**src/hdl/upload_rate_window_meter_defines.svh**
```systemverilog
// Assertion macros used by the meter's top module.
`ifndef UPLOAD_RATE_WINDOW_METER_DEFINES_SVH
`define UPLOAD_RATE_WINDOW_METER_DEFINES_SVH
`ifndef SYNTH
`define URWM_ASSERT(label, clk, rst_n, expr) \
  label: assert property (@(posedge clk) disable iff (!rst_n) (expr)) \
    else $error("assertion failed");
`define URWM_ASSERT_IMPL(label, clk, rst_n, ante, cons) \
  label: assert property (@(posedge clk) disable iff (!rst_n) (ante) |-> (cons)) \
    else $error("assertion failed");
`define URWM_ASSERT_NEXT(label, clk, rst_n, ante, cons) \
  label: assert property (@(posedge clk) disable iff (!rst_n) (ante) |=> (cons)) \
    else $error("assertion failed");
`else
`define URWM_ASSERT(label, clk, rst_n, expr)
`define URWM_ASSERT_IMPL(label, clk, rst_n, ante, cons)
`define URWM_ASSERT_NEXT(label, clk, rst_n, ante, cons)
`endif
`endif

```
**src/hdl/urwm_div.sv**
```systemverilog
module urwm_div (
  input  logic        clk,
  input  logic        rst_n,
  input  logic        start,
  input  logic [63:0] dividend,
  input  logic [31:0] divisor,
  output logic        busy,
  output logic        done,
  output logic [63:0] quotient
);
  logic [63:0] dvd_r;
  logic [31:0] rem_r;
  logic [31:0] dvs_r;
  logic [6:0]  cnt_r;
  logic        busy_r;
  logic        done_r;
  logic [32:0] sh;
  logic        fit;

  // One quotient bit per cycle, restoring form; quotient bits shift into dvd_r.
  assign sh  = {rem_r, dvd_r[63]};
  assign fit = sh >= {1'b0, dvs_r};

  always_ff @(posedge clk) begin
    if (!rst_n) begin
      busy_r <= 1'b0;
      done_r <= 1'b0;
      cnt_r  <= '0;
    end else begin
      done_r <= 1'b0;
      if (start) begin
        busy_r <= 1'b1;
        dvd_r  <= dividend;
        dvs_r  <= divisor;
        rem_r  <= '0;
        cnt_r  <= '0;
      end else if (busy_r) begin
        rem_r <= fit ? 32'(sh - {1'b0, dvs_r}) : sh[31:0];
        dvd_r <= {dvd_r[62:0], fit};
        cnt_r <= cnt_r + 7'd1;
        if (cnt_r == 7'd63) begin
          busy_r <= 1'b0;
          done_r <= 1'b1;
        end
      end
    end
  end

  assign busy     = busy_r;
  assign done     = done_r;
  assign quotient = dvd_r;
endmodule

```
**config.mk**
```make
export PLATFORM = sky130hd
export DESIGN_NAME = urwm_div
export DESIGN_NICKNAME = d
export VERILOG_FILES = /design/src/hdl/upload_rate_window_meter_defines.svh /design/src/hdl/urwm_div.sv
export SDC_FILE = /design/constraint.sdc
export NUM_CORES = 1
export LEC_CHECK = 0
export BUFFER_PORTS_ARGS = -buffer_cell sky130_fd_sc_hd__buf_2
export CAP_MARGIN = 0
export CORE_MARGIN = 2
export CORE_UTILIZATION = 38
export CTS_BUF_LIST = sky130_fd_sc_hd__clkbuf_8
export DETAILED_ROUTE_END_ITERATION = 8
export PLACE_DENSITY = 0.62
export SLEW_MARGIN = 40
export SYNTH_ARGS = -nofsm -noshare
export SYNTH_HDL_FRONTEND = slang
export SYNTH_SLANG_ARGS = --single-unit
export TNS_END_PERCENT = 50
```
**constraint.sdc**
```tcl
create_clock -name clk -period 3.8 [get_ports clk]
set_input_delay 0.57 -clock clk [delete_from_list [all_inputs] [get_ports clk]]
set_output_delay 0.57 -clock clk [all_outputs]
set_load 0.05 [all_outputs]
```
# [Yosys cells after proc, flatten, opt, wreduce, memory -nomap -nowiden]
# Cells that the tools add are included.
[word_totals] ff_bits=137 latch_bits=0 mem_bits_rw=0 rom_bits=0 in_bits=99 output_inout_bits=66 wordCells=25 mem_count=0
[op_classes] add_sub_neg=2 n_mul=0 n_div=0 magnitude_cmp=1 eq_ne=1 n_shift=0 mux=8 n_bitwise=2 reduce_logical=5
[op_table] cell="$mux 64" n=2
[op_table] cell="$mux 32" n=2
[op_table] cell="$ge 33x32->1" n=1
[op_table] cell="$sub 32x32->32" n=1
[op_table] cell="$add 7x1->7 const B" n=1
[op_table] cell="$eq 7x6->1 const B" n=1
[op_table] cell="$mux 1" n=4
[op_table] cell="$reduce_and 2->1" n=2
[op_table] cell="$reduce_or 3->1" n=1
[op_table] cell="$not 1->1" n=2
[op_table] cell="$reduce_bool 2->1" n=1
[op_table] cell="$reduce_or 2->1" n=1

# [Longest topological paths before layout]
[logic_depth] ltp_word=4 ltp_mapped=14

# [Worst setup path before layout]
# Ideal clock, no wire load.
[synth_timing] path_kind="reg-to-reg" start="register busy_r, in the netlist busy" end="register dvd_r[0], in the netlist quotient[0], enable pin" setup_time_ps=463 arrival_time_ps=3148 required_ps=3337 setup_slack_ps=190 path_stages_with_launch=3 n_path_buf=1 period_less_slack_ps=3610 cell_sequence="dfxtp_1 > clkbuf_1 > o21a_1"
[synth_between] elab_chain_cells=2
[synth_rtl] element="from (decl)" line_no="urwm_div.sv:15" text="logic busy_r;"
[synth_rtl] element="from (signal assigned)" line_no="urwm_div.sv:26" text="busy_r <= 1'b0;"
[synth_rtl] element="from (signal assigned)" line_no="urwm_div.sv:32" text="busy_r <= 1'b1;"
[synth_rtl] element="from (signal assigned)" line_no="urwm_div.sv:42" text="busy_r <= 1'b0;"
[synth_rtl] element="$reduce_bool 2->1 (no source line)"
[synth_rtl] element="$reduce_and 2->1 (no source line)"
[synth_rtl] element="to (signal assigned)" line_no="urwm_div.sv:33" text="dvd_r <= dividend;"
[synth_rtl] element="to (signal assigned)" line_no="urwm_div.sv:39" text="dvd_r <= {dvd_r[62:0], fit};"
[synth_rtl] element="to (decl)" line_no="urwm_div.sv:11" text="logic [63:0] dvd_r;"
# Every way passes these cells.
# A chain may end at the register's enable or synchronous reset.

# [Worst setup path in the final report]
[layout_timing] start="register rem_r[21]" end="register rem_r[3] (data pin)"
[layout_between] elab_chain_cells=3
[layout_rtl] element="from (decl)" line_no="urwm_div.sv:12" text="logic [31:0] rem_r;"
[layout_rtl] element="from (signal assigned)" line_no="urwm_div.sv:38" text="rem_r <= fit ? 32'(sh - {1'b0, dvs_r}) : sh[31:0];"
[layout_rtl] element="$ge 33x32->1" line_no="urwm_div.sv:22" text="assign fit = sh >= {1'b0, dvs_r};"
[layout_rtl] element="$mux 32" line_no="urwm_div.sv:38"
[layout_rtl] element="$mux 32" line_no="urwm_div.sv:37" text="end else if (busy_r) begin"
# Every way passes these cells. The select of a mux whose other input is x is not followed.

==> metrics <==
CP max FO=29; Critical Path Max Stage Delay=0.49 ns; Core Util, Final=46.9%; Post-CTS Hold Buffers=0; most frequent cells in the layout=163 x buf_2, 128 x edfxtp_1, 64 x mux2_2; Yosys reg bits=137; number of global-route vias before repair=5378; Hold Crit Class=in2reg; largest family of logic cells by synthesized area=multiplexers; CP endpoint kind=register; YS warnings=0; total leakage power=3.70 nW; sequential-to-total area share from yosys stat=54.7%; ys async rst share=0%; r2r setup slk=0.54 ns; worst path arrival time=3.44 ns; Port-buffer cells=164; Fin Hold WS=0.288 ns; post-route minimum period=3.26 ns; grt total ovfl=0; Core Rows=50; die width=143 microns; worst path cell trace=ha_1 > nand4_1 > or3_1 > nor4_2 > a211oi_1 > o21ai_1 > a21o_1 > buf_4 > mux2i_1 > nor2_1; period utilization=85.7%; crit path buf inv count=1; syn_nets=743; DRC Markers=0; H-tree depth=4; r2r startpoint=rem_r[21]; simple logic cell fraction of the synthesized area=8.06%; Critical Path Source=rem_r[21]; core area=18800 sq um; post-synthesis xor/xnor area fraction=3.57%; Crit path max-delay family=simple AND/OR/NAND/NOR gates; clk_lat worst skew=0.45 ns; Initial DRC Count=207; wire per inst=16.0 microns; post-route cell area=8820 sq um; clock net sink count=137; CTS tree=done; number of enable flip-flop cells after synthesis=128; DRT Pass-1 Iters=4; Clock transition at path regs=0.10 ns; Filler cells=1770; Compound-Gate Fraction of Synth Area=10.8%; max-cap violation count=0; Fmax=307 MHz; CP startpoint kind=register; CP Class=reg2reg; Hold Violations, Final=0; initial antenna violation count=2; Total Routed Length=16800 microns; multiplexer area fraction after synthesis=12.9%; Fin Clk Skew=0.0176 ns; Area Overhead vs Synth=19.9%; Setup Viol. Count Final=0; RSZ-0062 raised after global routing=no; status=finished, final reports clean; number of setup buffers added after CTS=0; VDD IR max=0.274 mV; remaining antenna violation count=0; DR vias/cell=5.02; layout cells sized above 1=34.4%; commonest non-fill, non-tap cell in the layout=buf_2; worst-margin pin slew=0.640 ns; Slew Limit Fails=0; Slew headroom=57.3%; largest net degree at the start of global routing=63; Starting Density=39.1%; nets=905; clock buffer count from CTS=17; number of distinct library cells after synthesis=50; GP Congestion=0.840; PD cells=466 nW/um^2; CTS resizes=0; num ports=165; worst min-delay path startpoint=divisor[21]; post-synthesis adder-cell area fraction=5.89%; Max clock buf depth=2; Post-Syn Instances=610; final setup TNS=0 ns; first-pass GRT wire length=26900 microns; DR vias=5250; post-synthesis cell area=7360 sq um; area post-placement=8430 sq um; syn_area_per_cell=12.1 sq um; die height=143 microns; CP Data Required Time=3.99 ns; GRT Util Overall=17.0%; detailed placer's ending HPWL=12100 microns; root buf cell=clkbuf_8; CP max stage cell=ha_1; Die ar.=20500 sq um; Synth Flop Type=edfxtp_1
[path summary, 6_finish.rpt]
path / to / depth (start not counted)
setup / recovery: rem_r[3] / 10
hold / removal: dvs_r[21] / 1
setup reg to reg: rem_r[3] / 10
hold reg to reg: cnt_r[5] / 2
[power by group]
| group | internal [mW] | switching [mW] | leakage [nW] |
|---|---|---|---|
| clock | 0.495 | 0.696 | 0.203 |
| combinational | 0.414 | 0.650 | 2.20 |
| sequential | 1.80 | 0.0547 | 1.30 |
[registers in the layout, indices dropped and copies added (netlist names)]
signal    flops
dvs_r        32
rem_r        32
done          1
cnt_r         7
busy          1
quotient     64
[worst reg2reg max path: stages, from the launching register on]
cell      delay (ns)
edfxtp_1        0.42
ha_1            0.49
nand4_1         0.19
or3_1           0.44
nor4_2          0.32
a211oi_1        0.12
o21ai_1         0.15
a21o_1          0.12
buf_4           0.39
mux2i_1         0.29
nor2_1          0.07
[kinds of logic after synthesis]
logic type | count (synthesis)
DFF | 137
and+or+nand+nor | 128
AOI/OAI and AO/OA | 124
muxes | 87
buffers and inverters | 70
adders and majority gates | 34
xor gates and xnor gates | 30
[synth_stat cells (all sizes together) (3+ instances only)]
master	count	area, sq um
edfxtp	128	3840
mux2	65	732
nor2	60	225
inv	43	161
a21oi	35	175
ha	33	413
o21ai	27	139
mux2i	22	220
nand2	22	82.6
xnor2	18	158
a21o	14	105
clkbuf	14	52.6
buf	13	86.3
a211oi	12	90.1
xor2	12	105
nand4	10	62.6
dfxtp	9	180
nand3	7	35.0
nand2b	6	37.5
o21a	6	45.0
or3	6	37.5
a31oi	5	37.5
nor2b	5	31.3
o21bai	5	37.5
nor3	4	20.0
a211o	3	26.3
nor4	3	25.0
o22ai	3	18.8
o31a	3	26.3
[per-layer routing]
metal / vias up / track usage (%) / share of wire [%]
li1: 2577 / - / -
met1: 2481 / 21.4 / 44
met2: 174 / 27.1 / 46
met3: 16 / 6.84 / 8.9
met4: 2 / 4.59 / 0.94
met5: - / 0 / 0.078
[metrics by stage]
stage / total power, mW / instances / setup slack (ns)
after detailed placement: 2.95 / 1013 / 0.611
after CTS: 4.16 / 1045 / 0.541
after global routing: 4.33 / 1045 / 0.246
final: 4.11 / 1046 / 0.543
after floorplan: 2.70 / 610 / 0.190
after global placement: 2.94 / 1013 / 0.662
[final cells by class]
cell class | count | area (sq um) | area share (%)
repair buffers | 170 | 885 | 10.0
well taps | 260 | 325 | 3.69
clock buffers | 17 | 234 | 2.65
multi-input cells | 403 | 3040 | 34.4
diodes | 1 | 2.50 | 0.0284
clock inverters | 15 | 151 | 1.72
inverters | 43 | 161 | 1.83
flip-flops and latches | 137 | 4020 | 45.6
No activity file was read; power rests on OpenSTA's default activity.
